[config.mk]
export PLATFORM = sky130hd
export DESIGN_NAME = frame_pacing_governor_top
export DESIGN_NICKNAME = d
export VERILOG_FILES = /design/src/rtl/fpg_pkg.sv /design/src/rtl/frame_pacing_governor_top.sv /design/src/rtl/fpg_divider.sv /design/src/rtl/fpg_datapath.sv /design/src/rtl/fpg_ctrl.sv
export SDC_FILE = /design/constraint.sdc
export NUM_CORES = 1
export LEC_CHECK = 0
export ABC_AREA = 1
export BUFFER_PORTS_ARGS = -buffer_cell sky130_fd_sc_hd__buf_2
export CAP_MARGIN = 20
export CORE_ASPECT_RATIO = 0.6
export CORE_MARGIN = 2
export CORE_UTILIZATION = 25
export DETAILED_ROUTE_END_ITERATION = 16
export PLACE_DENSITY = 0.5
export RECOVER_POWER = 25
export SLEW_MARGIN = 20
export SYNTH_ARGS = -nofsm -noshare
export SYNTH_HDL_FRONTEND = slang
export SYNTH_SLANG_ARGS = --single-unit
[constraint.sdc]
create_clock -name clk -period 14.2 [get_ports clk]
set_input_delay 0.71 -clock clk [delete_from_list [all_inputs] [get_ports clk]]
set_output_delay 0.71 -clock clk [all_outputs]
set_load 0.005 [all_outputs]
[src/rtl/fpg_pkg.sv]
`default_nettype none
// ============================================================================
// fpg_pkg
// Shared constants, types and controller/datapath interface structs for the
// frame pacing governor.
// ============================================================================
package fpg_pkg;

    localparam int HIST_DEPTH   = 10;
    localparam int SLOT_W       = (HIST_DEPTH > 1) ? $clog2(HIST_DEPTH) : 1;
    localparam int SWEEP_W      = $clog2(HIST_DEPTH + 1);

    localparam int TIME_W       = 32;
    localparam int MS_W         = 10;
    localparam int RATIO_W      = 9;
    localparam int UPD_W        = 4;
    localparam int PHASE_W      = 8;
    localparam int ACC_W        = PHASE_W + 1;

    localparam int DIVD_W       = 22;
    localparam int DIV_CNT_W    = $clog2(DIVD_W + 1);

    localparam int CLAMP_W      = 14;
    localparam int RECIP_W      = 13;
    localparam int PROD_W       = CLAMP_W + RECIP_W;
    localparam int RECIP_SHIFT  = 16;
    localparam int RECIP10      = 6554;

    localparam int FPS_PROD_W   = RATIO_W + 10;
    localparam int FPS_SHIFT    = 8;
    localparam int FPS_SCALE    = 1000;
    localparam int RATIO_SCALE  = 2560;

    localparam int CFG_IDX_W    = 1;
    localparam int IN_TDATA_W   = 32;
    localparam int OUT_TDATA_W  = 40;

    localparam logic [CFG_IDX_W-1:0] CFG_FRAME_PERIOD = 1'd0;
    localparam logic [CFG_IDX_W-1:0] CFG_MIN_DELAY    = 1'd1;

    localparam logic [MS_W-1:0]    PERIOD_RESET    = 10'd20;
    localparam logic [MS_W-1:0]    MIN_DELAY_RESET = 10'd1;
    localparam logic [MS_W-1:0]    DELAY_RESET     = 10'd1;
    localparam logic [MS_W-1:0]    DELAY_DEFAULT   = 10'd1;

    localparam logic [RATIO_W-1:0] RATIO_MIN   = 9'd25;
    localparam logic [RATIO_W-1:0] RATIO_FULL  = 9'd256;
    localparam logic [RATIO_W-1:0] RATIO_STALL = 9'd300;
    localparam logic [UPD_W-1:0]   UPD_MAX     = 4'd11;

    typedef struct packed {
        logic accept;
        logic load;
        logic decide;
        logic work_start;
        logic commit;
    } fpg_cmd_t;

    typedef struct packed {
        logic div_done;
        logic work_done;
    } fpg_status_t;

endpackage
`default_nettype wire

[src/rtl/frame_pacing_governor_top.sv]
`default_nettype none
// ============================================================================
// frame_pacing_governor_top
// Frame pacing governor: speed ratio, sleep delay, update count and frame
// rate estimate from a ring of past frame times.
// ============================================================================
// One item at a time: a new input is taken only after the previous result has
// been committed to the output. The pace is set by two passes of the shared
// radix-2 divider (the history sweep runs beside the second pass).
// Reset: history cleared through per-entry valid bits, ratio 256, delay 1,
// phase 0, period 20 ms, minimum delay 1 ms; no clearing pass is needed.
module frame_pacing_governor_top
    import fpg_pkg::*;
(
    input  logic                   clk,
    input  logic                   rst_n,
    input  logic                   s_tvalid,
    output logic                   s_tready,
    input  logic [IN_TDATA_W-1:0]  s_tdata,   // [31:0] now_ms
    output logic                   m_tvalid,
    input  logic                   m_tready,
    output logic [OUT_TDATA_W-1:0] m_tdata,   // [9:0] sleep_ms, [13:10] update_count,
                                              // [22:14] speed_ratio, [32:23] fps_estimate
    input  logic                   cfg_valid,
    output logic                   cfg_ready,
    input  logic [CFG_IDX_W-1:0]   cfg_index,
    input  logic [MS_W-1:0]        cfg_data
);

    fpg_cmd_t           cmd;
    fpg_status_t        status;
    logic [MS_W-1:0]    period_reg;
    logic [MS_W-1:0]    min_delay_reg;
    logic [MS_W-1:0]    sleep_ms;
    logic [UPD_W-1:0]   update_count;
    logic [RATIO_W-1:0] speed_ratio;
    logic [MS_W-1:0]    fps_estimate;

    always_ff @(posedge clk or negedge rst_n)
    begin
        if (!rst_n)
        begin
            period_reg    <= PERIOD_RESET;
            min_delay_reg <= MIN_DELAY_RESET;
        end
        else if (cfg_valid)
        begin
            case (cfg_index)
                CFG_FRAME_PERIOD: period_reg    <= cfg_data;
                CFG_MIN_DELAY:    min_delay_reg <= cfg_data;
                default:          period_reg    <= period_reg;
            endcase
        end
    end

    assign cfg_ready = 1'b1;

    fpg_ctrl u_ctrl (
        .clk      (clk),
        .rst_n    (rst_n),
        .s_tvalid (s_tvalid),
        .s_tready (s_tready),
        .m_tvalid (m_tvalid),
        .m_tready (m_tready),
        .cmd      (cmd),
        .status   (status)
    );

    fpg_datapath u_datapath (
        .clk          (clk),
        .rst_n        (rst_n),
        .cmd          (cmd),
        .status       (status),
        .now_ms       (s_tdata[TIME_W-1:0]),
        .period       (period_reg),
        .min_delay    (min_delay_reg),
        .sleep_ms     (sleep_ms),
        .update_count (update_count),
        .speed_ratio  (speed_ratio),
        .fps_estimate (fps_estimate)
    );

    assign m_tdata = OUT_TDATA_W'({fps_estimate, speed_ratio, update_count, sleep_ms});

endmodule
`default_nettype wire

[src/rtl/fpg_divider.sv]
`default_nettype none
// ============================================================================
// fpg_divider
// Shared radix-2 restoring divider, one quotient bit per cycle.
// ============================================================================
module fpg_divider
    import fpg_pkg::*;
(
    input  logic              clk,
    input  logic              rst_n,
    input  logic              start,
    input  logic [DIVD_W-1:0] dividend,
    input  logic [TIME_W-1:0] divisor,
    output logic              busy,
    output logic              done,
    output logic [DIVD_W-1:0] quotient
);

    logic [TIME_W-1:0]    rem_reg, rem_next;
    logic [DIVD_W-1:0]    quo_reg, quo_next;
    logic [DIV_CNT_W-1:0] cnt_reg, cnt_next;
    logic                 busy_reg, busy_next;
    logic                 done_reg, done_next;
    logic [TIME_W:0]      rem_shift;
    logic [TIME_W:0]      rem_diff;

    always_comb
    begin
        rem_shift = {rem_reg, quo_reg[DIVD_W-1]};
        rem_diff  = rem_shift - {1'b0, divisor};
        rem_next  = rem_reg;
        quo_next  = quo_reg;
        cnt_next  = cnt_reg;
        busy_next = busy_reg;
        done_next = 1'b0;
        if (start)
        begin
            rem_next  = '0;
            quo_next  = dividend;
            cnt_next  = DIV_CNT_W'(DIVD_W);
            busy_next = 1'b1;
        end
        else if (busy_reg)
        begin
            if (rem_shift >= {1'b0, divisor})
            begin
                rem_next = rem_diff[TIME_W-1:0];
                quo_next = {quo_reg[DIVD_W-2:0], 1'b1};
            end
            else
            begin
                rem_next = rem_shift[TIME_W-1:0];
                quo_next = {quo_reg[DIVD_W-2:0], 1'b0};
            end
            cnt_next = cnt_reg - 1'b1;
            if (cnt_reg == DIV_CNT_W'(1))
            begin
                busy_next = 1'b0;
                done_next = 1'b1;
            end
        end
    end

    always_ff @(posedge clk or negedge rst_n)
    begin
        if (!rst_n)
        begin
            cnt_reg  <= '0;
            busy_reg <= 1'b0;
            done_reg <= 1'b0;
        end
        else
        begin
            cnt_reg  <= cnt_next;
            busy_reg <= busy_next;
            done_reg <= done_next;
        end
    end

    always_ff @(posedge clk)
    begin
        rem_reg <= rem_next;
        quo_reg <= quo_next;
    end

    assign busy     = busy_reg;
    assign done     = done_reg;
    assign quotient = quo_reg;

    a_done_after_busy: assert property (@(posedge clk) disable iff (!rst_n)
        done_reg |-> $past(busy_reg))
        else $error("Divider finished without a division in progress.");

endmodule
`default_nettype wire

[src/rtl/fpg_datapath.sv]
`default_nettype none
// ============================================================================
// fpg_datapath
// Frame time history, ratio and delay evaluation, phase stepping and the
// output result register.
// ============================================================================
module fpg_datapath
    import fpg_pkg::*;
(
    input  logic              clk,
    input  logic              rst_n,
    input  fpg_cmd_t          cmd,
    output fpg_status_t       status,
    input  logic [TIME_W-1:0] now_ms,
    input  logic [MS_W-1:0]   period,
    input  logic [MS_W-1:0]   min_delay,
    output logic [MS_W-1:0]   sleep_ms,
    output logic [UPD_W-1:0]  update_count,
    output logic [RATIO_W-1:0] speed_ratio,
    output logic [MS_W-1:0]   fps_estimate
);

    localparam logic [SLOT_W:0]  DEPTH_S   = (SLOT_W + 1)'(HIST_DEPTH);
    localparam logic [SLOT_W:0]  LAST_S    = (SLOT_W + 1)'(HIST_DEPTH - 1);
    localparam logic [SWEEP_W-1:0] DEPTH_W = SWEEP_W'(HIST_DEPTH);

    logic [TIME_W-1:0]     hist_mem [HIST_DEPTH];
    logic [HIST_DEPTH-1:0] hist_valid_reg;
    logic [TIME_W-1:0]     rd_raw_reg;
    logic                  rd_valid_reg;
    logic [TIME_W-1:0]     rd_word;
    logic [SLOT_W-1:0]     rd_addr;
    logic                  mem_we;
    logic [SLOT_W-1:0]     mem_waddr;
    logic [TIME_W-1:0]     mem_wdata;

    logic [SLOT_W-1:0]     slot_reg;
    logic [SLOT_W-1:0]     slot_safe;
    logic [SLOT_W-1:0]     slot_adv;

    logic [TIME_W-1:0]     now_reg;
    logic [TIME_W-1:0]     elapsed_reg;
    logic [TIME_W-1:0]     elapsed;
    logic                  past_zero_reg;
    logic                  elapsed_zero_reg;
    logic [PROD_W-1:0]     e10_prod_reg;
    logic [MS_W-1:0]       e10;

    logic [RATIO_W-1:0]    ratio_reg;
    logic [MS_W-1:0]       delay_reg;
    logic [MS_W-1:0]       sweep_amt_reg;
    logic [PHASE_W-1:0]    phase_reg;
    logic [ACC_W-1:0]      acc_reg;
    logic [UPD_W-1:0]      upd_cnt_reg;

    logic                  sweep_on_reg;
    logic [SWEEP_W-1:0]    sweep_cnt_reg;
    logic [SLOT_W-1:0]     sweep_widx;
    logic                  sweep_write;

    logic                  div_sel_reg;
    logic                  div_start;
    logic [DIVD_W-1:0]     div_dividend;
    logic [TIME_W-1:0]     div_divisor;
    logic                  div_busy;
    logic                  div_done;
    logic [DIVD_W-1:0]     div_quotient;
    logic [FPS_PROD_W-1:0] fps_prod;

    logic [DIVD_W-1:0]     raw_ratio;
    logic [MS_W-1:0]       delay_base;
    logic [MS_W:0]         pad_diff;
    logic [RATIO_W-1:0]    ratio_new;
    logic [MS_W-1:0]       delay_new;
    logic [MS_W-1:0]       delay_cap;
    logic [MS_W-1:0]       delay_floor;

    logic [MS_W-1:0]       sleep_out_reg;
    logic [UPD_W-1:0]      upd_out_reg;
    logic [RATIO_W-1:0]    ratio_out_reg;
    logic [MS_W-1:0]       fps_out_reg;

    // Read and write addressing of the history memory.
    always_comb
    begin
        slot_safe = ({1'b0, slot_reg} < DEPTH_S) ? slot_reg : '0;
        slot_adv  = ({1'b0, slot_safe} == LAST_S) ? '0 : slot_safe + 1'b1;
        if (sweep_on_reg && (sweep_cnt_reg < DEPTH_W))
        begin
            rd_addr = sweep_cnt_reg[SLOT_W-1:0];
        end
        else
        begin
            rd_addr = slot_safe;
        end
        sweep_widx  = SLOT_W'(sweep_cnt_reg - 1'b1);
        rd_word     = rd_valid_reg ? rd_raw_reg : '0;
        sweep_write = sweep_on_reg && (sweep_cnt_reg != '0) && (rd_word != '0);
        mem_we      = cmd.decide || sweep_write;
        mem_waddr   = cmd.decide ? slot_safe : sweep_widx;
        mem_wdata   = cmd.decide ? now_reg : rd_word + TIME_W'(sweep_amt_reg);
    end

    always_ff @(posedge clk)
    begin
        if (mem_we)
        begin
            hist_mem[mem_waddr] <= mem_wdata;
        end
        rd_raw_reg <= hist_mem[rd_addr];
    end

    // Elapsed time, ratio, delay and divider operands.
    always_comb
    begin
        elapsed      = (now_reg > rd_word) ? now_reg - rd_word : '0;
        e10          = e10_prod_reg[RECIP_SHIFT +: MS_W];
        fps_prod     = FPS_PROD_W'(ratio_reg) * FPS_PROD_W'(FPS_SCALE);
        div_start    = cmd.load || cmd.work_start;
        div_dividend = cmd.load ? DIVD_W'(period) * DIVD_W'(RATIO_SCALE)
                                : DIVD_W'(fps_prod[FPS_PROD_W-1:FPS_SHIFT]);
        div_divisor  = div_sel_reg ? TIME_W'(period) : elapsed_reg;

        if (past_zero_reg)
        begin
            raw_ratio  = DIVD_W'(ratio_reg);
            delay_base = delay_reg;
        end
        else
        begin
            raw_ratio  = elapsed_zero_reg ? DIVD_W'(RATIO_STALL) : div_quotient;
            delay_base = DELAY_DEFAULT;
        end

        pad_diff  = {1'b0, period} - {1'b0, e10};
        ratio_new = raw_ratio[RATIO_W-1:0];
        delay_new = delay_base;
        if (raw_ratio < DIVD_W'(RATIO_MIN))
        begin
            ratio_new = RATIO_MIN;
        end
        else if (raw_ratio > DIVD_W'(RATIO_FULL))
        begin
            ratio_new = RATIO_FULL;
            delay_new = pad_diff[MS_W] ? '0 : pad_diff[MS_W-1:0];
        end
        delay_cap   = (delay_new > period) ? period : delay_new;
        delay_floor = (delay_cap < min_delay) ? min_delay : delay_cap;
    end

    fpg_divider u_divider (
        .clk      (clk),
        .rst_n    (rst_n),
        .start    (div_start),
        .dividend (div_dividend),
        .divisor  (div_divisor),
        .busy     (div_busy),
        .done     (div_done),
        .quotient (div_quotient)
    );

    always_ff @(posedge clk or negedge rst_n)
    begin
        if (!rst_n)
        begin
            hist_valid_reg <= '0;
            rd_valid_reg   <= 1'b0;
            slot_reg       <= '0;
            ratio_reg      <= RATIO_FULL;
            delay_reg      <= DELAY_RESET;
            phase_reg      <= '0;
            acc_reg        <= {1'b1, {PHASE_W{1'b0}}};
            upd_cnt_reg    <= '0;
            sweep_on_reg   <= 1'b0;
            sweep_cnt_reg  <= '0;
            div_sel_reg    <= 1'b0;
        end
        else
        begin
            rd_valid_reg <= hist_valid_reg[rd_addr];
            if (cmd.load)
            begin
                div_sel_reg <= 1'b0;
            end
            if (cmd.decide)
            begin
                hist_valid_reg[slot_safe] <= 1'b1;
                slot_reg    <= slot_adv;
                ratio_reg   <= ratio_new;
                delay_reg   <= delay_floor;
                acc_reg     <= {1'b0, phase_reg};
                upd_cnt_reg <= '0;
            end
            else if (!acc_reg[PHASE_W])
            begin
                acc_reg     <= acc_reg + ACC_W'(ratio_reg);
                upd_cnt_reg <= upd_cnt_reg + 1'b1;
            end
            if (cmd.work_start)
            begin
                div_sel_reg   <= 1'b1;
                sweep_on_reg  <= (sweep_amt_reg > MS_W'(1));
                sweep_cnt_reg <= '0;
            end
            else if (sweep_on_reg)
            begin
                sweep_cnt_reg <= sweep_cnt_reg + 1'b1;
                if (sweep_cnt_reg == DEPTH_W)
                begin
                    sweep_on_reg <= 1'b0;
                end
            end
            if (cmd.commit)
            begin
                phase_reg <= acc_reg[PHASE_W-1:0];
            end
        end
    end

    always_ff @(posedge clk)
    begin
        if (cmd.accept)
        begin
            now_reg <= now_ms;
        end
        if (cmd.load)
        begin
            elapsed_reg      <= elapsed;
            past_zero_reg    <= (rd_word == '0);
            elapsed_zero_reg <= (elapsed == '0);
        end
        e10_prod_reg <= PROD_W'(elapsed_reg[CLAMP_W-1:0]) * PROD_W'(RECIP10);
        if (cmd.decide)
        begin
            sweep_amt_reg <= delay_cap;
        end
        if (cmd.commit)
        begin
            sleep_out_reg <= delay_reg;
            upd_out_reg   <= upd_cnt_reg;
            ratio_out_reg <= ratio_reg;
            fps_out_reg   <= (period == '0) ? '0 : div_quotient[MS_W-1:0];
        end
    end

    assign status.div_done  = div_done;
    assign status.work_done = !div_busy && !sweep_on_reg && acc_reg[PHASE_W];

    assign sleep_ms     = sleep_out_reg;
    assign update_count = upd_out_reg;
    assign speed_ratio  = ratio_out_reg;
    assign fps_estimate = fps_out_reg;

    a_ratio_range: assert property (@(posedge clk) disable iff (!rst_n)
        (ratio_reg >= RATIO_MIN) && (ratio_reg <= RATIO_FULL))
        else $error("Stored speed ratio left its legal range.");

    a_slot_range: assert property (@(posedge clk) disable iff (!rst_n)
        {1'b0, slot_reg} < DEPTH_S)
        else $error("History slot index out of range.");

    a_update_bound: assert property (@(posedge clk) disable iff (!rst_n)
        !acc_reg[PHASE_W] |-> (upd_cnt_reg < UPD_MAX))
        else $error("Phase stepping exceeded the update count bound.");

endmodule
`default_nettype wire

[src/rtl/fpg_ctrl.sv]
`default_nettype none
// ============================================================================
// fpg_ctrl
// Sequencing state machine: input acceptance, divider passes, history update
// and the output transaction.
// ============================================================================
module fpg_ctrl
    import fpg_pkg::*;
(
    input  logic        clk,
    input  logic        rst_n,
    input  logic        s_tvalid,
    output logic        s_tready,
    output logic        m_tvalid,
    input  logic        m_tready,
    output fpg_cmd_t    cmd,
    input  fpg_status_t status
);

    typedef enum logic [2:0] {
        ST_IDLE,
        ST_LOAD,
        ST_DIV,
        ST_DECIDE,
        ST_START,
        ST_WORK,
        ST_FINISH
    } state_t;

    state_t state_reg, state_next;
    logic   m_tvalid_reg, m_tvalid_next;
    logic   out_free;

    always_comb
    begin
        cmd            = '0;
        state_next     = state_reg;
        out_free       = !m_tvalid_reg || m_tready;
        m_tvalid_next  = m_tvalid_reg && !m_tready;
        case (state_reg)
            ST_IDLE:
            begin
                if (s_tvalid)
                begin
                    cmd.accept = 1'b1;
                    state_next = ST_LOAD;
                end
            end
            ST_LOAD:
            begin
                cmd.load   = 1'b1;
                state_next = ST_DIV;
            end
            ST_DIV:
            begin
                if (status.div_done)
                begin
                    state_next = ST_DECIDE;
                end
            end
            ST_DECIDE:
            begin
                cmd.decide = 1'b1;
                state_next = ST_START;
            end
            ST_START:
            begin
                cmd.work_start = 1'b1;
                state_next     = ST_WORK;
            end
            ST_WORK:
            begin
                if (status.work_done)
                begin
                    state_next = ST_FINISH;
                end
            end
            ST_FINISH:
            begin
                if (out_free)
                begin
                    cmd.commit    = 1'b1;
                    m_tvalid_next = 1'b1;
                    state_next    = ST_IDLE;
                end
            end
            default:
            begin
                state_next = ST_IDLE;
            end
        endcase
    end

    always_ff @(posedge clk or negedge rst_n)
    begin
        if (!rst_n)
        begin
            state_reg    <= ST_IDLE;
            m_tvalid_reg <= 1'b0;
        end
        else
        begin
            state_reg    <= state_next;
            m_tvalid_reg <= m_tvalid_next;
        end
    end

    assign s_tready = (state_reg == ST_IDLE);
    assign m_tvalid = m_tvalid_reg;

    a_commit_presents: assert property (@(posedge clk) disable iff (!rst_n)
        cmd.commit |=> m_tvalid_reg)
        else $error("Committed result was not presented on the output.");

endmodule
`default_nettype wire
== Word-level counts from Yosys, hierarchy flattened ==
Memory sizes are Yosys's and may differ from the RTL's. A register that Yosys moved wholly into a read port is not among the register bits.
Cells that the tools add are included.

* Logic and storage cells: 161
* Bits in latches: 0
* Register bits after elaboration: 280
* ROM bits: 0
* Input bits: 48
* RAM bits: 320
* Memories: 1

{| class="wikitable"
|+ Memories
! name !! depth !! bits a word !! read ports !! clocked after memory_dff !! wr ports !! RTL line !! source
|-
| u_datapath.hist_mem || 10 || 32 || 1 || 1 || 1 || fpg_datapath.sv:27 || <nowiki>logic [TIME_W-1:0] hist_mem [HIST_DEPTH];</nowiki>
|}

* Add/sub/neg operators: 10
* Bitwise logic cells: 2
* Magnitude comparators: 12
* Mux-type cells: 62
* Equal/unequal tests: 14
* Reductions and logical operators: 26
* Multiply operators: 3
* Divide/modulo/power cells: 0
* Shifts and indexed selects: 0

{| class="wikitable"
|+ Operators by type and width
! cell !! count
|-
| two-way mux 32 bit || 5
|-
| two-way mux 22 bit || 5
|-
| logical NOT 32 bit || 2
|-
| subtractor 32 bit || 2
|-
| two-way mux 10 bit || 6
|-
| two-way mux 9 bit || 4
|-
| >= comparator 33 x 32 -> 1 bit || 1
|-
| adder 32 x 10 -> 32 bit || 1
|-
| greater-than comparator 32 bit || 1
|-
| two-way mux 4 bit || 8
|-
| nonzero test 32 bit || 1
|-
| multiplier 14 x 12 -> 25 bit (second input constant) || 1
|-
| two-way mux 1 bit || 25
|-
| greater-than comparator 22 x 9 -> 1 bit (second input constant) || 1
|-
| < comparator 22 x 5 -> 1 bit (second input constant) || 1
|-
| case mux 3 bit (7 select lines) || 1
|-
| multiplier 9 x 7 -> 16 bit (second input constant) || 1
|-
| multiplier 10 x 3 -> 13 bit (second input constant) || 1
|-
| adder 4 x 1 -> 4 bit (second input constant) || 3
|-
| two-way mux 3 bit || 4
|-
| subtractor 10 x 10 -> 11 bit || 1
|-
| greater-than comparator 10 x 1 -> 1 bit (second input constant) || 1
|-
| greater-than comparator 10 bit || 1
|-
| logical NOT 10 bit || 1
|-
| other kinds (27) || 51
|}

== Logic depth before layout (Yosys ltp) ==
Gate-level depths: netlist of the first run.

* Word-level depth: 9
* Mapped depth: 34

== Modules after synthesis ==
From an unflattened synthesis of the first run, not the netlist that was laid out.

* Cell total of the unflattened synthesis: 4138
* Area, all modules: 36653.9 µm²

{| class="wikitable"
|+ By module, submodules not included
! module !! sequential area each (µm²) !! instances !! cells each !! area an instance (µm²)
|-
| fpg_datapath || 15253.4 || 1 || 3063 || 30016.3
|-
| fpg_divider || 1476.4 || 1 || 934 || 5471.5
|-
| frame_pacing_governor_top || 504.2 || 1 || 97 || 879.6
|-
| fpg_ctrl || 100.1 || 1 || 44 || 286.5
|}

== Least setup slack after synthesis of the first run ==
Ideal clock, no wire load.

* Kind: reg-to-reg
* Start: register period_reg[0]
* End: register u_datapath.delay_reg[1]
* Slack: 9429 ps
* Cell stages (with the launch flop): 34
* Data arrival time: 4653 ps
* Cells stage by stage: dfrtp_1 -> inv_1 -> ha_1 -> fa_1 -> inv_1 -> nand3_1 -> nand3_1 -> nand2_1 -> nand2_1 -> nand3_1 -> nand2_1 -> xor2_1 -> inv_1 -> a22oi_1 -> inv_1 -> ha_1 -> nand2_1 -> nor2_1 -> nand4_1 -> o211ai_1 -> nand2_1 -> clkinv_1 -> buf_1 -> o21a_1 -> inv_1 -> ha_1 -> a21oi_1 -> nor2_1 -> a211oi_1 -> o221a_2 -> buf_2 -> nand3_1 -> nand3_1 -> nand2_1

* Word-level cells in the longest chain between the ends: 8

{| class="wikitable"
|+ Ends and longest elaborated chain
! item !! RTL line !! source
|-
| from (decl) || frame_pacing_governor_top.sv:32 || <nowiki>logic [MS_W-1:0] period_reg;</nowiki>
|-
| from (signal assigned) || frame_pacing_governor_top.sv:49 || <nowiki>CFG_FRAME_PERIOD: period_reg <= cfg_data;</nowiki>
|-
| from (signal assigned) || frame_pacing_governor_top.sv:51 || <nowiki>default: period_reg <= period_reg;</nowiki>
|-
| subtractor 10 x 10 -> 11 bit || fpg_datapath.sv:135 || <nowiki>pad_diff = {1'b0, period} - {1'b0, e10};</nowiki>
|-
| two-way mux 10 bit || fpg_datapath.sv:145 || <nowiki>delay_new = pad_diff[MS_W] ? '0 : pad_diff[MS_W-1:0];</nowiki>
|-
| two-way mux 10 bit || fpg_datapath.sv:142 || <nowiki>else if (raw_ratio > DIVD_W'(RATIO_FULL))</nowiki>
|-
| two-way mux 10 bit || fpg_datapath.sv:138 || <nowiki>if (raw_ratio < DIVD_W'(RATIO_MIN))</nowiki>
|-
| greater-than comparator 10 bit || fpg_datapath.sv:147 || <nowiki>delay_cap = (delay_new > period) ? period : delay_new;</nowiki>
|-
| two-way mux 10 bit * || fpg_datapath.sv:147 ||
|-
| via u_datapath.delay_cap[3] || fpg_datapath.sv:75 || <nowiki>logic [MS_W-1:0] delay_cap;</nowiki>
|-
| < comparator 10 bit * || fpg_datapath.sv:148 || <nowiki>delay_floor = (delay_cap < min_delay) ? min_delay : delay_cap;</nowiki>
|-
| two-way mux 10 bit * || fpg_datapath.sv:148 ||
|-
| to (signal assigned) || fpg_datapath.sv:190 || <nowiki>delay_reg <= delay_floor;</nowiki>
|-
| to (decl) || fpg_datapath.sv:50 || <nowiki>logic [MS_W-1:0] delay_reg;</nowiki>
|}

Mark *: on every way through the listed nets, which the timed path passes. The rest lies on a longest branch.
A chain may end at the register's enable or synchronous reset.

== Final worst setup path of the first run ==
* Start: register period_reg[0]
* End: register u_datapath.delay_reg[2]

Same word-level chain as after synthesis.

==> results of run 1 <==
## kinds of logic after synthesis
kind of cell / after synthesis / share of synthesized area
mux: 1 / 0.000285
fa+ha+maj: 338 / 0.137
xor+xnor: 88 / 0.0219
buf+inv: 523 / 0.0609
simple gates: 1447 / 0.170
flops: 617 / 0.493
other cells: 2 / 0.000213
compound gates: 692 / 0.117
## critical path: cells and delay by family (launching register included)
| kind | cells | cell delay [ps] |
|---|---|---|
| simple gates | 17 | 2020 |
| fa+ha+maj | 4 | 1250 |
| compound gates | 5 | 1200 |
| buf+inv | 6 | 890 |
| flops | 1 | 540 |
| xor+xnor | 1 | 150 |
## layer usage
layer,up-vias,GRT usage,wire [µm]
li1,12800,-,-
met1,12800,0.251,58800
met2,870,0.183,38400
met3,86,0.0309,9000
met4,0,0.0202,1190
met5,-,0,0
## cell usage after synthesis (10+ instances only)
cell type	number
buf_4	16
nand3_1	118
nand2_1	654
nand2_2	15
a21o_1	15
a22oi_1	11
a21oi_1	151
nand4_1	34
dfxtp_1	74
buf_2	35
nor3_1	25
clkbuf_1	54
xnor2_1	48
o22ai_1	22
dfrtp_1	86
or2_2	12
fa_1	79
o311ai_0	32
edfxtp_1	451
o21ai_1	31
o21ai_0	292
nand3b_1	21
inv_1	395
nor4_1	13
a31oi_1	16
xor2_1	40
nor2_1	530
ha_1	259
o211ai_1	28
o32ai_1	36
o21bai_1	14
o21a_1	13
nor2_2	10
## cell type report
class,count,area (µm²),share of cell area
timing repair buffer,122,639,0.0161
tap,1890,2360,0.0597
clock inverter,40,383,0.00966
inverter,404,1520,0.0383
antenna,2,5.00,0.000126
multi-input combinational,2574,15900,0.400
clock buffer,68,1530,0.0386
sequential,617,17300,0.437
## stage by stage
stage	cell area, µm²	setup WS [ps]	util	instances	hold slack, ps
after detailed placement	37800	8280	0.271	5604	449
after global routing	39600	7530	0.284	5716	181
final	39600	8060	0.284	5717	219
after global placement	37800	8370	0.271	5604	438
after floorplan	35200	9430	-	3714	414
after CTS	39700	8230	0.284	5713	166
## final timing paths
path / start / endpoint / cells past startpoint
setup / recovery: period_reg[0] / u_datapath.delay_reg[2] / 33
hold / removal: s_tdata[14] / u_datapath.now_reg[14] / 1
setup reg to reg: period_reg[0] / u_datapath.delay_reg[2] / 33
hold reg to reg: u_datapath.hist_valid_reg[2] / u_datapath.hist_valid_reg[2] / 2
max in group asynchronous: rst_n / u_datapath.delay_reg[2] / 4
min in group asynchronous: rst_n / u_datapath.upd_cnt_reg[1] / 2
==> flow_metrics.py, run 1 <==
metrics = {
    "critical_path": {
        "rrSetupSlack_ps": 8060,
        "critical_path_class": "flip-flop to flip-flop",
        "cp_slowest_cell": "dfrtp_1",
        "cp_common_cell": "nand2_1",
        "path_max_fanout": 18,
        "cp.arrival_ps": 6720,
        "crit_required_ps": 14780,
        "start_kind": "flip-flop",
        "cpPeakStageDelay_ps": 540,
        "end_kind": "flip-flop",
    },
    "timing": {
        "finalSetupViolations": 0,
        "worst_pin_slew_ps": 2910,
        "slew_headroom": -0.943,
        "period_needed_ps": 6140,
        "fin_crit_sh": 0.432,
        "rsz0062_at_grt": "no",
        "hold_viol": 0,
        "slew_violations": 206,
        "fmax_ghz": 0.163,
        "fin_tns_setup_ps": 0,
        "skew_ps": 26.1,
    },
    "logic_synthesis": {
        "yosysSeqAreaShare": 0.493,
        "yosys_warnings": 0,
        "synth.distinct_cells": 68,
        "async_reset_ff_frac": 0.149,
        "synth.top_cell.area_share": 0.385,
        "synth_largest_area_cell": "edfxtp_1",
        "synth-main-ff-cell": "edfxtp_1",
        "syn_area_per_cell_um2": 9.49,
        "synth_edf_count": 451,
        "syn_inst": 3708,
        "ys_ff_latch": 617,
        "syn_area_um2": 35200,
        "yosys-top-cells-area": "edfxtp_1 (38%), ha_1 (9.2%), nand2_1 (7.0%)",
    },
    "cts": {
        "ctsHoldBuffers": 1,
        "cts-root-buf": "clkbuf_16",
        "cts_sinks": 617,
        "cts_resized": 0,
        "clock_latency_ps": 670,
        "cts_made_buffers": 57,
        "cts_tree": "yes",
        "cts_max_path_buffers": 3,
        "cts_setup_buffers": 0,
        "htreeDepth": 2,
        "clk_pin_slew_worst_paths_ps": 70,
    },
    "detailed_routing": {
        "wire_per_inst_um": 18.8,
        "ant_nets": 0,
        "first_pass_iters": 7,
        "vias_per_cell": 4.65,
        "dr_total_vias": 26600,
        "drt_iter0_markers": 2803,
        "drc": 0,
        "wl_mm": 107,
    },
    "placed_design": {
        "port_buffers": 82,
        "post-dp-hpwl_mm": 75.4,
        "gp_congestion": 0.894,
    },
    "global_routing": {
        "first_global_vias": 24500,
        "grt_max_degree": 88,
        "antenna_found_initial": 6,
        "grt_pass1_wl_mm": 161,
        "grt_use_total": 0.147,
        "gr-total-overflow": 0,
    },
    "die": {
        "rows": 106,
        "dieWidth_um": 488,
        "floorplan.initialDensity": 0.252,
        "pin_count": 91,
        "dieArea_um2": 144000,
        "die_h_um": 295,
        "core-area_um2": 140000,
    },
    "finish": {
        "largest_reg_flops": 320,
        "nFillCells": 14800,
        "nets": 4162,
        "drive_gt1_frac": 0.0682,
        "final_cell_mix": "nand2_1 (654), nor2_1 (517), edfxtp_1 (451)",
        "syn2layout_area_growth_pct": 12.6,
        "final_common_cell": "nand2_1",
        "largest_register": "u_datapath.hist_mem",
    },
    "worst_hold_path": {
        "min_path_type": "input pin to flip-flop",
    },
    "run_status": {
        "failed_checks": "capacitance limit, slew limit",
        "run_status": "finished with violations",
    },
    "run": {
        "cap_viol_max_count": 6,
    },
}
Power of run 1 is left out: the tool's default activity adds up to more than one toggle a clock period on the data nets, which glitch-free logic cannot reach.
==> run 2, diff against run 1 <==
--- a/config.mk
+++ b/config.mk
@@ -12,7 +12,7 @@
 export CORE_MARGIN = 2
 export CORE_UTILIZATION = 25
 export DETAILED_ROUTE_END_ITERATION = 16
-export PLACE_DENSITY = 0.5
+export PLACE_DENSITY = 0.51
 export RECOVER_POWER = 25
 export SLEW_MARGIN = 20
 export SYNTH_ARGS = -nofsm -noshare
==> constraint.sdc (replaced) <==
create_clock -name clk -period 5.2 [get_ports clk]
set_input_delay 0.26 -clock clk [delete_from_list [all_inputs] [get_ports clk]]
set_output_delay 0.26 -clock clk [all_outputs]
set_load 0.005 [all_outputs]
==> flow_metrics.py, run 2 (synthesis results as in run 1) <==
metrics = {
    "detailed_routing": {
        "ant_nets": 0,
        "wire_per_inst_um": 18.4,
        "vias_per_cell": 4.62,
        "drt_iter0_markers": 2566,
        "dr_total_vias": 26800,
        "first_pass_iters": 5,
        "drc": 0,
        "wl_mm": 107,
    },
    "critical_path": {
        "crit_required_ps": 5740,
        "rrSetupSlack_ps": 240,
        "reg2reg_from": "u_datapath.elapsed_reg[4]",
        "path_max_fanout": 6,
        "path_delay_family": "adder cells",
        "end_kind": "flip-flop",
        "crit_path_cell_trace": "ha_1 -> inv_1 -> fa_1 -> inv_1 -> fa_1 -> fa_1 -> fa_1 -> ha_1 -> nand2_1 -> or2_2 -> nand3_1 -> a21oi_2 -> nor2_1 -> nor2_2 -> o21ai_0 -> a31oi_1 -> xor2_1",
        "cp_common_cell": "fa_1",
        "critPathCapture": "u_datapath.e10_prod_reg[25]",
        "cp.arrival_ps": 5500,
        "critical_path_class": "flip-flop to flip-flop",
        "critPathBufInv": 2,
        "r2r-end": "u_datapath.e10_prod_reg[25]",
        "start_kind": "flip-flop",
        "cp_slowest_cell": "fa_1",
        "crit_cells": 17,
        "cpPeakStageDelay_ps": 530,
        "crit_start": "u_datapath.elapsed_reg[4]",
        "r2r.worst_path.cells": 17,
    },
    "cts": {
        "cts-root-buf": "clkbuf_16",
        "cts_max_path_buffers": 3,
        "clk_pin_slew_worst_paths_ps": 70,
        "cts_tree": "yes",
        "cts_sinks": 617,
        "cts_made_buffers": 56,
        "htreeDepth": 2,
        "clock_latency_ps": 670,
    },
    "timing": {
        "fmax_ghz": 0.202,
        "hold_viol": 0,
        "slew_headroom": -1.17,
        "worst_pin_slew_ps": 3250,
        "slew_violations": 158,
        "setup_slack_ps": 241,
        "fin_crit_sh": 0.954,
        "period_needed_ps": 4960,
        "skew_ps": 38.8,
        "finalSetupViolations": 0,
    },
    "global_routing": {
        "grt_max_degree": 109,
        "grt_pass1_wl_mm": 162,
        "grt_use_total": 0.147,
        "gr-total-overflow": 0,
        "antenna_found_initial": 4,
        "first_global_vias": 25200,
    },
    "die": {
        "dieArea_um2": 144000,
        "core-area_um2": 140000,
        "pin_count": 91,
        "floorplan.initialDensity": 0.252,
        "rows": 106,
        "die_h_um": 295,
        "dieWidth_um": 488,
    },
    "finish": {
        "syn2layout_area_growth_pct": 14.9,
        "drive_gt1_frac": 0.0729,
        "largest_reg_flops": 320,
        "nets": 4247,
        "largest_register": "u_datapath.hist_mem",
        "final_cell_mix": "nand2_1 (653), nor2_1 (517), edfxtp_1 (451)",
        "final_common_cell": "nand2_1",
    },
    "placed_design": {
        "port_buffers": 82,
        "gp_congestion": 0.897,
        "post-dp-hpwl_mm": 76.9,
        "pre_cts_ws_ps": -8.67,
    },
    "worst_hold_path": {
        "min_path_type": "input pin to flip-flop",
    },
    "run_status": {
        "run_status": "finished with violations",
        "failed_checks": "capacitance limit, slew limit",
    },
    "run": {
        "cap_viol_max_count": 4,
    },
}
## run 2: changes by cell type in the layout (fill, tap and decap cells not counted), moves of 2 or more
cell	previous run	this run
dlygate4sd3_1	1	44
buf_4	31	53
clkbuf_1	48	70
buf_2	47	40
buf_12	0	4
bufinv_16	5	9
clkinv_2	17	13
inv_6	7	3
o21ai_0	281	284
o21ai_1	41	38
clkbuf_2	0	2
clkbuf_8	6	4
clkinv_4	2	4
## run 2: layer usage
metal | track usage | share of wire
met5 | 0 | 0
met4 | 0.0226 | 0.012
met1 | 0.250 | 0.55
met3 | 0.0346 | 0.083
met2 | 0.179 | 0.35
## run 2: worst register-to-register path, stage by stage, from the launching register on
cell,delay (ps)
edfxtp_1,520
ha_1,380
inv_1,80
fa_1,530
inv_1,50
fa_1,500
fa_1,520
fa_1,490
ha_1,360
nand2_1,120
or2_2,300
nand3_1,100
a21oi_2,70
nor2_1,150
nor2_2,80
o21ai_0,280
a31oi_1,150
xor2_1,160
## run 2: layout make-up
type	count	area, µm²
inverter	404	1520
sequential	617	17300
antenna	1	2.50
clock buffer	66	1480
multi-input combinational	2574	15900
timing repair buffer	208	1380
fill	14800	99100
tap	1890	2360
clock inverter	40	489
## run 2: timing repair
item / 4_1_cts / 5_1_grt
gates resized for setup: 0 / 13
endpoints found under the hold margin: 102 / 0
pin swaps: 1 / 4
setup endpoints to repair: 10 / 13
buffers inserted: 1 / 2
hold buffers: 44 / 0
## run 2: worst min path at each step
stage | start | endpoint | slack, ps | depth (start not counted)
2_1_floorplan | rst_n | min_delay_reg[1] | -40 | 0
3_3_place_gp | rst_n | u_datapath.upd_cnt_reg[3] | 390 | 1
3_5_place_dp | rst_n | u_datapath.upd_cnt_reg[2] | 400 | 1
4_1_cts | s_tvalid | u_ctrl.state_reg[1] | 190 | 5
5_1_grt | s_tvalid | u_ctrl.state_reg[1] | 260 | 5
6_report | s_tvalid | u_ctrl.state_reg[1] | 220 | 5
## run 2: per-stage QoR
stage	TNS, ps	cell area [µm²]	hold slack (ps)	std cells	utilization
6_report	0	40400	224	5800	0.290
4_1_cts	0	40600	193	5797	0.291
3_3_place_gp	0	38100	387	5645	0.273
5_1_grt	-156	40400	260	5800	0.290
3_5_place_dp	-21.9	38100	402	5646	0.273
2_1_floorplan	0	35200	-35.6	3714	-
Power of run 2 is left out for the same reason.
==> run 3, diff against run 2 <==
--- a/config.mk
+++ b/config.mk
@@ -6,13 +6,13 @@
 export NUM_CORES = 1
 export LEC_CHECK = 0
 export ABC_AREA = 1
-export BUFFER_PORTS_ARGS = -buffer_cell sky130_fd_sc_hd__buf_2
+export BUFFER_PORTS_ARGS = -buffer_cell sky130_fd_sc_hd__buf_4
 export CAP_MARGIN = 20
 export CORE_ASPECT_RATIO = 0.6
 export CORE_MARGIN = 2
 export CORE_UTILIZATION = 25
 export DETAILED_ROUTE_END_ITERATION = 16
-export PLACE_DENSITY = 0.51
+export PLACE_DENSITY = 0.45
 export RECOVER_POWER = 25
 export SLEW_MARGIN = 20
 export SYNTH_ARGS = -nofsm -noshare
==> flow_metrics.py, run 3 (synthesis results as in run 1) <==
metrics = {
    "global_routing": {
        "gr-total-overflow": 0,
        "grt_use_total": 0.152,
        "grt_pass1_wl_mm": 166,
        "first_global_vias": 25400,
        "grt_max_degree": 145,
        "antenna_found_initial": 1,
    },
    "die": {
        "dieWidth_um": 488,
        "core-area_um2": 140000,
        "dieArea_um2": 144000,
        "die_h_um": 295,
        "floorplan.initialDensity": 0.252,
        "pin_count": 91,
        "rows": 106,
    },
    "critical_path": {
        "cpPeakStageDelay_ps": 530,
        "start_kind": "flip-flop",
        "path_delay_family": "adder cells",
        "critical_path_class": "flip-flop to flip-flop",
        "crit_path_cell_trace": "ha_1 -> inv_1 -> fa_1 -> inv_1 -> fa_1 -> fa_1 -> fa_1 -> ha_1 -> nand2_1 -> or2_2 -> nand3_1 -> a21oi_2 -> nor2_1 -> nor2_2 -> o21ai_0 -> a31oi_1 -> xor2_1",
        "rrSetupSlack_ps": 290,
        "critPathBufInv": 2,
        "crit_required_ps": 5750,
        "cp_common_cell": "fa_1",
        "cp.arrival_ps": 5460,
        "cp_slowest_cell": "edfxtp_1",
        "end_kind": "flip-flop",
        "path_max_fanout": 6,
    },
    "finish": {
        "nets": 4267,
        "drive_gt1_frac": 0.0829,
        "largest_register": "u_datapath.hist_mem",
        "final_cell_count_no_fill": 5823,
        "final_common_cell": "nand2_1",
        "final_util": 0.293,
        "largest_reg_flops": 320,
        "final_cell_mix": "nand2_1 (653), nor2_1 (516), edfxtp_1 (451)",
        "syn2layout_area_growth_pct": 16.2,
    },
    "timing": {
        "fin_crit_sh": 0.944,
        "fmax_ghz": 0.204,
        "worst_pin_slew_ps": 2440,
        "slew_headroom": -0.629,
        "finalSetupViolations": 0,
        "setup_slack_ps": 290,
        "slew_violations": 128,
        "period_needed_ps": 4910,
        "fin_tns_setup_ps": 0,
        "hold_viol": 0,
        "rsz0062_at_grt": "no",
        "skew_ps": 22.4,
    },
    "cts": {
        "htreeDepth": 2,
        "cts-root-buf": "clkbuf_16",
        "cts_tree": "yes",
        "cts_sinks": 617,
        "clk_pin_slew_worst_paths_ps": 80,
        "cts_max_path_buffers": 3,
        "clock_latency_ps": 680,
        "cts_made_buffers": 59,
    },
    "placed_design": {
        "place_inst": 5658,
        "port_buffers": 82,
        "pre_cts_ws_ps": 20.0,
        "gp_congestion": 0.873,
        "post-dp-hpwl_mm": 78.6,
    },
    "detailed_routing": {
        "vias_per_cell": 4.60,
        "wl_mm": 110,
        "drc": 0,
        "drt_iter0_markers": 2497,
        "dr_total_vias": 26800,
        "first_pass_iters": 6,
        "ant_nets": 0,
        "wire_per_inst_um": 19.0,
    },
    "worst_hold_path": {
        "min_path_type": "input pin to flip-flop",
    },
    "run": {
        "cap_viol_max_count": 3,
    },
    "run_status": {
        "failed_checks": "capacitance limit, slew limit",
        "run_status": "finished with violations",
    },
}
run 3: metrics by stage:
step / instance area [µm²] / hold slack, ps
floorplan: 35200 / -35.6
global placement: 38500 / 269
detailed placement: 38500 / 269
CTS: 41000 / 85.2
global route: 40900 / 174
finish: 40900 / 152
run 3: worst paths after layout:
| path | from | endpoint | cells after the start |
|---|---|---|---|
| worst max-delay path | u_datapath.elapsed_reg[8] | u_datapath.e10_prod_reg[25] | 17 |
| worst min-delay path | s_tvalid | u_ctrl.state_reg[1] | 5 |
| worst max register to register | u_datapath.elapsed_reg[8] | u_datapath.e10_prod_reg[25] | 17 |
| worst min register to register | u_datapath.hist_valid_reg[4] | u_datapath.hist_valid_reg[4] | 2 |
| max in group asynchronous | rst_n | u_datapath.div_sel_reg | 3 |
| min in group asynchronous | rst_n | u_datapath.upd_cnt_reg[2] | 2 |
run 3: final cells by class:
| type | instances | area, µm² |
|---|---|---|
| Antenna cell | 1 | 2.50 |
| Clock buffer | 69 | 1550 |
| Clock inverter | 43 | 539 |
| Fill cell | 14800 | 98600 |
| Inverter | 404 | 1520 |
| Multi-Input combinational cell | 2574 | 15900 |
| Sequential cell | 617 | 17300 |
| Tap cell | 1890 | 2360 |
| Timing Repair Buffer | 225 | 1700 |
run 3: repair_timing:
item	4_1_cts	5_1_grt
pin swaps	1	7
buffers inserted	1	7
hold endpoints to repair	85	0
hold buffers	44	0
endpoints found under the setup margin	7	14
resized for setup	0	14
run 3: metal layers:
layer	vias up	global-route usage	part of all wire
li1	13000	-	-
met1	13100	0.260	0.57
met2	626	0.194	0.37
met3	71	0.0247	0.057
met4	0	0.0202	0.0098
met5	-	0	0
run 3: worst register-to-register path: cells and delay by family, from the launching register on:
family	cells	cell delay (ps)
compound gates	3	470
xor+xnor	1	160
flops	1	530
buf+inv	2	130
simple gates	5	770
fa+ha+maj	6	2730
Power of run 3 is left out for the same reason.
